## src/design/ps2s1_pkg.sv

```systemverilog
`default_nettype none

package ps2s1_pkg;

    // Prefix bytes of scan code set 1.
    localparam logic [7:0] SCAN_PREFIX_EXT   = 8'hE0;
    localparam logic [7:0] SCAN_PREFIX_PAUSE = 8'hE1;

    // Bit 7 of a key byte marks a break; bit 7 of a key code marks an extended key.
    localparam int unsigned BREAK_BIT = 7;
    localparam logic [7:0]  EXT_FLAG  = 8'h80;

    // Seven-bit key numbers with special handling.
    localparam logic [6:0] KEY_CTRL   = 7'h1D;
    localparam logic [6:0] KEY_LSHIFT = 7'h2A;
    localparam logic [6:0] KEY_RSHIFT = 7'h36;
    localparam logic [6:0] KEY_ALT    = 7'h38;
    localparam logic [6:0] KEY_CAPS   = 7'h3A;
    localparam logic [6:0] KEY_NUM    = 7'h45;
    localparam logic [6:0] KEY_SCROLL = 7'h46;
    localparam logic [6:0] KEY_LGUI   = 7'h5B;
    localparam logic [6:0] KEY_RGUI   = 7'h5C;

    // Positions of the modifier bits.
    localparam logic [2:0] MOD_LCTRL  = 3'd0;
    localparam logic [2:0] MOD_LSHIFT = 3'd1;
    localparam logic [2:0] MOD_LALT   = 3'd2;
    localparam logic [2:0] MOD_LGUI   = 3'd3;
    localparam logic [2:0] MOD_RCTRL  = 3'd4;
    localparam logic [2:0] MOD_RSHIFT = 3'd5;
    localparam logic [2:0] MOD_RALT   = 3'd6;
    localparam logic [2:0] MOD_RGUI   = 3'd7;

    // Positions of the lock bits.
    localparam logic [1:0] LOCK_CAPS   = 2'd0;
    localparam logic [1:0] LOCK_NUM    = 2'd1;
    localparam logic [1:0] LOCK_SCROLL = 2'd2;

    typedef enum logic [1:0] {
        PFX_NONE    = 2'd0,
        PFX_EXT     = 2'd1,
        PFX_SWALLOW = 2'd2
    } prefix_t;

endpackage

`default_nettype wire

```

## src/design/ps2s1_if.sv

```systemverilog
`default_nettype none

// Raw scan byte channel.
interface ps2s1_scan_if;
    logic       valid;
    logic       ready;
    logic [7:0] scan_byte;

    modport source (output valid, output scan_byte, input ready);
    modport sink   (input valid, input scan_byte, output ready);
endinterface

// Decoded key event channel.
interface ps2s1_event_if;
    logic       valid;
    logic       ready;
    logic [7:0] key_code;
    logic       pressed;
    logic [7:0] modifier_bits;
    logic [2:0] lock_bits;

    modport source (output valid, output key_code, output pressed,
                    output modifier_bits, output lock_bits, input ready);
    modport sink   (input valid, input key_code, input pressed,
                    input modifier_bits, input lock_bits, output ready);
endinterface

// Configuration write channel for the single control register.
interface ps2s1_cfg_if;
    logic valid;
    logic ready;
    logic events_enabled;

    modport source (output valid, output events_enabled, input ready);
    modport sink   (input valid, input events_enabled, output ready);
endinterface

`default_nettype wire

```

## src/design/ps2_set1_scancode_decoder_top.sv

```systemverilog
`default_nettype none

// Channel     Direction  Payload
// ---------   ---------  ------------------------------------------------
// scan        in         scan_byte[7:0]
// key_event   out        key_code[7:0], pressed, modifier_bits[7:0],
//                        lock_bits[2:0]
// cfg         in         events_enabled (write only)
//
// Each scan byte is decoded in the cycle it is accepted and its event, if any,
// appears in the result register on the next cycle.
// One byte is accepted in every cycle while the result register is empty or is
// being emptied in the same cycle; only a stalled key_event sink holds scan off.
// Reset clears the prefix state, the modifier and lock bits, the enable and
// the result valid flag, and the block takes a byte as soon as reset ends.

module ps2_set1_scancode_decoder_top (
    input  wire logic      clk,
    input  wire logic      rst_n,
    ps2s1_scan_if.sink     scan,
    ps2s1_event_if.source  key_event,
    ps2s1_cfg_if.sink      cfg
);

    // Decoder state, updated only when a scan transaction completes; the enable follows cfg writes.
    ps2s1_pkg::prefix_t prefix_reg, prefix_next;
    logic [7:0]         mods_reg, mods_next;
    logic [2:0]         locks_reg, locks_next;
    logic               enabled_reg;

    // Result register; it doubles as the stage that parts the two sides.
    logic               res_valid_reg, res_valid_next;
    logic [7:0]         res_code_reg;
    logic               res_pressed_reg;
    logic [7:0]         res_mods_reg;
    logic [2:0]         res_locks_reg;

    logic               scan_accept;
    logic               event_taken;
    logic               emit;
    logic [7:0]         emit_code;
    logic [6:0]         key;
    logic               make;

    // The result slot is free when empty or when its event leaves this cycle.
    assign scan.ready  = !res_valid_reg || key_event.ready;
    assign scan_accept = scan.valid && scan.ready;
    assign event_taken = res_valid_reg && key_event.ready;

    // The configuration register can always be written.
    assign cfg.ready = 1'b1;

    assign key  = scan.scan_byte[6:0];
    assign make = !scan.scan_byte[ps2s1_pkg::BREAK_BIT];

    // Byte decode: prefix tracking, modifier and lock updates, event selection.
    always_comb
    begin
        prefix_next = prefix_reg;
        mods_next   = mods_reg;
        locks_next  = locks_reg;
        emit        = 1'b0;
        emit_code   = {1'b0, key};

        if (scan.scan_byte == ps2s1_pkg::SCAN_PREFIX_EXT)
        begin
            prefix_next = ps2s1_pkg::PFX_EXT;
        end
        else if (scan.scan_byte == ps2s1_pkg::SCAN_PREFIX_PAUSE)
        begin
            prefix_next = ps2s1_pkg::PFX_SWALLOW;
        end
        else
        begin
            case (prefix_reg)
                ps2s1_pkg::PFX_SWALLOW:
                begin
                    // The byte after the pause prefix is dropped.
                    prefix_next = ps2s1_pkg::PFX_NONE;
                end
                ps2s1_pkg::PFX_NONE:
                begin
                    case (key)
                        ps2s1_pkg::KEY_CTRL:   mods_next[ps2s1_pkg::MOD_LCTRL]  = make;
                        ps2s1_pkg::KEY_LSHIFT: mods_next[ps2s1_pkg::MOD_LSHIFT] = make;
                        ps2s1_pkg::KEY_RSHIFT: mods_next[ps2s1_pkg::MOD_RSHIFT] = make;
                        ps2s1_pkg::KEY_ALT:    mods_next[ps2s1_pkg::MOD_LALT]   = make;
                        ps2s1_pkg::KEY_CAPS:
                            locks_next[ps2s1_pkg::LOCK_CAPS] =
                                locks_reg[ps2s1_pkg::LOCK_CAPS] ^ make;
                        ps2s1_pkg::KEY_NUM:
                            locks_next[ps2s1_pkg::LOCK_NUM] =
                                locks_reg[ps2s1_pkg::LOCK_NUM] ^ make;
                        ps2s1_pkg::KEY_SCROLL:
                            locks_next[ps2s1_pkg::LOCK_SCROLL] =
                                locks_reg[ps2s1_pkg::LOCK_SCROLL] ^ make;
                        default:               emit = 1'b1;
                    endcase
                end
                default:
                begin
                    // Extended prefix pending; the unused code behaves the same.
                    prefix_next = ps2s1_pkg::PFX_NONE;
                    emit_code   = {1'b0, key} | ps2s1_pkg::EXT_FLAG;
                    case (key)
                        ps2s1_pkg::KEY_CTRL: mods_next[ps2s1_pkg::MOD_RCTRL] = make;
                        ps2s1_pkg::KEY_ALT:  mods_next[ps2s1_pkg::MOD_RALT]  = make;
                        ps2s1_pkg::KEY_LGUI: mods_next[ps2s1_pkg::MOD_LGUI]  = make;
                        ps2s1_pkg::KEY_RGUI: mods_next[ps2s1_pkg::MOD_RGUI]  = make;
                        default:             emit = 1'b1;
                    endcase
                end
            endcase
        end
    end

    always_comb
    begin
        res_valid_next = res_valid_reg;
        if (scan_accept)
        begin
            res_valid_next = emit && enabled_reg;
        end
        else if (event_taken)
        begin
            res_valid_next = 1'b0;
        end
    end

    always_ff @(posedge clk or negedge rst_n)
    begin
        if (!rst_n)
        begin
            prefix_reg    <= ps2s1_pkg::PFX_NONE;
            mods_reg      <= '0;
            locks_reg     <= '0;
            enabled_reg   <= 1'b0;
            res_valid_reg <= 1'b0;
        end
        else
        begin
            res_valid_reg <= res_valid_next;
            if (scan_accept)
            begin
                prefix_reg <= prefix_next;
                mods_reg   <= mods_next;
                locks_reg  <= locks_next;
            end
            if (cfg.valid && cfg.ready)
            begin
                enabled_reg <= cfg.events_enabled;
            end
        end
    end

    // Event payload; the modifiers and locks are the values before this byte,
    // which an event-producing byte never changes.
    always_ff @(posedge clk)
    begin
        if (scan_accept)
        begin
            res_code_reg    <= emit_code;
            res_pressed_reg <= make;
            res_mods_reg    <= mods_reg;
            res_locks_reg   <= locks_reg;
        end
    end

    assign key_event.valid         = res_valid_reg;
    assign key_event.key_code      = res_code_reg;
    assign key_event.pressed       = res_pressed_reg;
    assign key_event.modifier_bits = res_mods_reg;
    assign key_event.lock_bits     = res_locks_reg;

endmodule

`default_nettype wire

```

## src/flat_wrapper.sv

```systemverilog
// flat-port wrapper written by rule: the top's interface ports become plain ports
module ps2_set1_scancode_decoder_top_flat 
  (clk, rst_n, scan_valid, scan_scan_byte, scan_ready, key_event_valid, key_event_key_code, key_event_pressed, key_event_modifier_bits, key_event_lock_bits, key_event_ready, cfg_valid, cfg_events_enabled, cfg_ready);
  ps2s1_scan_if scan_i ();
  ps2s1_event_if key_event_i ();
  ps2s1_cfg_if cfg_i ();
  input  wire logic clk;
  input  wire logic rst_n;
  input wire logic [$bits(scan_i.valid)-1:0] scan_valid;
  input wire logic [$bits(scan_i.scan_byte)-1:0] scan_scan_byte;
  output wire logic [$bits(scan_i.ready)-1:0] scan_ready;
  output wire logic [$bits(key_event_i.valid)-1:0] key_event_valid;
  output wire logic [$bits(key_event_i.key_code)-1:0] key_event_key_code;
  output wire logic [$bits(key_event_i.pressed)-1:0] key_event_pressed;
  output wire logic [$bits(key_event_i.modifier_bits)-1:0] key_event_modifier_bits;
  output wire logic [$bits(key_event_i.lock_bits)-1:0] key_event_lock_bits;
  input wire logic [$bits(key_event_i.ready)-1:0] key_event_ready;
  input wire logic [$bits(cfg_i.valid)-1:0] cfg_valid;
  input wire logic [$bits(cfg_i.events_enabled)-1:0] cfg_events_enabled;
  output wire logic [$bits(cfg_i.ready)-1:0] cfg_ready;
  assign scan_i.valid = scan_valid;
  assign scan_i.scan_byte = scan_scan_byte;
  assign scan_ready = scan_i.ready;
  assign key_event_valid = key_event_i.valid;
  assign key_event_key_code = key_event_i.key_code;
  assign key_event_pressed = key_event_i.pressed;
  assign key_event_modifier_bits = key_event_i.modifier_bits;
  assign key_event_lock_bits = key_event_i.lock_bits;
  assign key_event_i.ready = key_event_ready;
  assign cfg_i.valid = cfg_valid;
  assign cfg_i.events_enabled = cfg_events_enabled;
  assign cfg_ready = cfg_i.ready;
  ps2_set1_scancode_decoder_top u_core (.clk(clk), .rst_n(rst_n), .scan(scan_i), .key_event(key_event_i), .cfg(cfg_i));
endmodule
```

## config.mk

```make
export PLATFORM = sky130hd
export DESIGN_NAME = ps2_set1_scancode_decoder_top_flat
export DESIGN_NICKNAME = d
export VERILOG_FILES = /design/src/design/ps2s1_pkg.sv /design/src/design/ps2s1_if.sv /design/src/design/ps2_set1_scancode_decoder_top.sv /design/src/flat_wrapper.sv
export SDC_FILE = /design/constraint.sdc
export NUM_CORES = 1
export LEC_CHECK = 0
export ABC_AREA = 1
export BUFFER_PORTS_ARGS = -buffer_cell sky130_fd_sc_hd__buf_4
export CAP_MARGIN = 20
export CELL_PAD_IN_SITES_DETAIL_PLACEMENT = 2
export CELL_PAD_IN_SITES_GLOBAL_PLACEMENT = 2
export CORE_MARGIN = 2
export CORE_UTILIZATION = 35
export DETAILED_ROUTE_END_ITERATION = 8
export GPL_TIMING_DRIVEN = 0
export PLACE_DENSITY = 0.91
export SLEW_MARGIN = 30
export SYNTH_ARGS = -nofsm -noshare
export SYNTH_HDL_FRONTEND = slang
export SYNTH_SLANG_ARGS = --single-unit
```

## constraint.sdc

```tcl
create_clock -name clk -period 2.6 [get_ports clk]
set_input_delay 0.78 -clock clk [delete_from_list [all_inputs] [get_ports clk]]
set_output_delay 0.78 -clock clk [all_outputs]
set_load 0.02 [all_outputs]
```

==> impl_metrics.json <==
{
  "fin_nets": 214,
  "ant_nets": 0,
  "hold_violations": 0,
  "drt_iter0_markers": 95,
  "clock_path_buffers": 2,
  "combPwrFrac": 0.135,
  "clk_latency_ns": 0.30,
  "placed_cells": 245,
  "fin_util": 0.465,
  "critical_path_required_ns": 1.82,
  "met3WireLength_um": 138,
  "area_delta_synth_final_pct": 27.3,
  "seqPwrFrac": 0.493,
  "slew_viol_final": 0,
  "io_buffers": 35,
  "num_rows": 24,
  "switching_share": 0.253,
  "postCtsHoldBufs": 0,
  "synth_nets": 172,
  "async_flop_share": 0.429,
  "ys_types": 23,
  "h-tree-depth": 2,
  "die_h_um": 71.4,
  "final_area_um2": 2030,
  "rsz0062_at_grt": "no",
  "grt_pass1_wl_um": 7700,
  "fin_crit_sh": 0.752,
  "yosysSeqAreaShare": 0.613,
  "grt_max_degree": 30,
  "power_density_nw_per_um2": 649,
  "syn-cell-area_um2": 1590,
  "gp_congestion": 0.796,
  "start_util": 0.366,
  "fin_crit_ns": 1.96,
  "ctsRootBufferMaster": "clkbuf_8",
  "met1Wirelength_um": 1810,
  "status": "complete, no violations",
  "critPathLaunchType": "primary input",
  "crit_arrival_ns": 1.18,
  "num_antenna_cells": 0,
  "finClkSkew_ns": 0.00707,
  "first_global_vias": 1416,
  "irDropWorstVdd_uv": 291,
  "cts_buffers": 5,
  "stdcell_count": 253,
  "synthFlopType": "edfxtp_1",
  "cts_setup_buffers": 0,
  "cts_tree": "done",
  "detail_route.wirelength_um": 4690,
  "drive_gt1_frac": 0.348,
  "place_area_um2": 1920,
  "synth-edff-count": 20,
  "critPathCaptureType": "primary output",
  "grt_use_total": 0.210,
  "die_w_um": 71.4,
  "cts_resized": 0,
  "fin_tns_setup_ns": 0,
  "clkTransAtPathRegs_ns": 0.07,
  "antenna_found_initial": 0,
  "fillers": 466,
  "syn_avg_cell_area_um2": 10.1,
  "rrSetupSlack_ns": 0.99,
  "netlist_instances": 158,
  "route.met2.wl_um": 2590,
  "max_freq_mhz": 511,
  "setup_viol_count_final": 0,
  "routed_via_density": 4.94,
  "p_int_uw": 981,
  "clkSinkCount": 35,
  "p_sw_uw": 332,
  "core_area_um2": 4350,
  "num_vias": 1249,
  "grt_overflow": 0,
  "crit_path_max_fanout": 3,
  "ioPinCount": 37,
  "firstDrtPassIters": 4,
  "fin_hold_ws_ns": 0.330,
  "routed.top_layer": "met4",
  "wl_per_cell_um": 18.6,
  "drc": 0,
  "leakage_nw": 0.921,
  "ys_ff_latch": 35,
  "dieArea_um2": 5100,
  "clock_power_share": 0.372,
  "yosys_warnings": 0,
  "drv_cap": 0,
  "hpwlAfterDp_um": 3400,
  "hold_class": "primary input to async pin",
  "worstSetupPathType": "primary input to primary output"
}
## cell families after synthesis
kind of cell    Yosys count  share of synthesized area
simple gates             83                      0.263
buf+inv                  23                     0.0597
compound gates           12                     0.0377
mux                       1                    0.00707
other cells               1                    0.00236
xor+xnor                  3                     0.0165
flops                    35                      0.613
## cell type report
| class | count | area, µm² | area share |
|---|---|---|---|
| clock inverters | 1 | 30.0 | 0.0148 |
| flip-flops and latches | 35 | 976 | 0.482 |
| multi-input cells | 100 | 520 | 0.257 |
| inverters | 20 | 75.1 | 0.0371 |
| repair buffers | 35 | 263 | 0.130 |
| clock buffers | 7 | 76.3 | 0.0377 |
| well taps | 52 | 65.1 | 0.0321 |
| plain buffers | 3 | 20.0 | 0.00988 |
## critical path, stage by stage
cell and delay (ns):
buf_4 0.11, inv_1 0.06, nand2_2 0.07, buf_4 0.16
## power by group through the flow
stage	logic, mW	registers (mW)	clock network (mW)
6_report	0.178	0.647	0.489
5_1_grt	0.195	0.651	0.523
4_1_cts	0.182	0.648	0.503
3_5_place_dp	0.178	0.659	0
3_3_place_gp	0.167	0.655	0
2_1_floorplan	0.0629	0.686	0
## path summary, 6_finish.rpt
path                                   startpoint                                 to  cells after the start
max                               key_event_ready                         scan_ready                      4
min                                         rst_n                 u_core.mods_reg[3]                      1
max reg2reg                u_core.key_event.valid                 u_core.mods_reg[1]                      7
min reg2reg                    u_core.mods_reg[4]  u_core.key_event.modifier_bits[4]                      0
max in group asynchronous                   rst_n             u_core.key_event.valid                      1
min in group clk               u_core.mods_reg[4]  u_core.key_event.modifier_bits[4]                      0
## synth_stat cells, drive strengths merged, types with 2 or more instances
master / n / area share
buf: 3 / 0.013
dfrtp: 15 / 0.24
edfxtp: 20 / 0.38
inv: 20 / 0.047
nand2: 38 / 0.094
nand3: 14 / 0.057
nand4: 3 / 0.016
nor2: 25 / 0.079
nor3: 2 / 0.013
o21ai: 12 / 0.038
xnor2: 2 / 0.011
## layout by cell type, fill, tap and decap left out, types with 6 or more instances in the layout
cell type and count:
nor2_1 16, nor2_2 7, dfrtp_1 15, inv_1 14
o21ai_1 9, buf_4 37, edfxtp_1 20, inv_2 6
nand2_1 35, nand3_1 10
## stage by stage
stage          power, mW  setup slack (ns)
2_1_floorplan      0.749             0.827
4_1_cts             1.33             0.639
5_1_grt             1.37             0.630
3_5_place_dp       0.837             0.535
3_3_place_gp       0.821             0.657
6_report            1.31             0.645
## layer usage
| metal | vias up | global-route usage |
|---|---|---|
| met1 | 618 | 0.236 |
| met4 | 0 | 0.134 |
| met2 | 30 | 0.370 |
| met5 | - | 0 |
| li1 | 593 | - |
| met3 | 8 | 0.0323 |
Note: power is estimated with default switching activity, not from simulation.
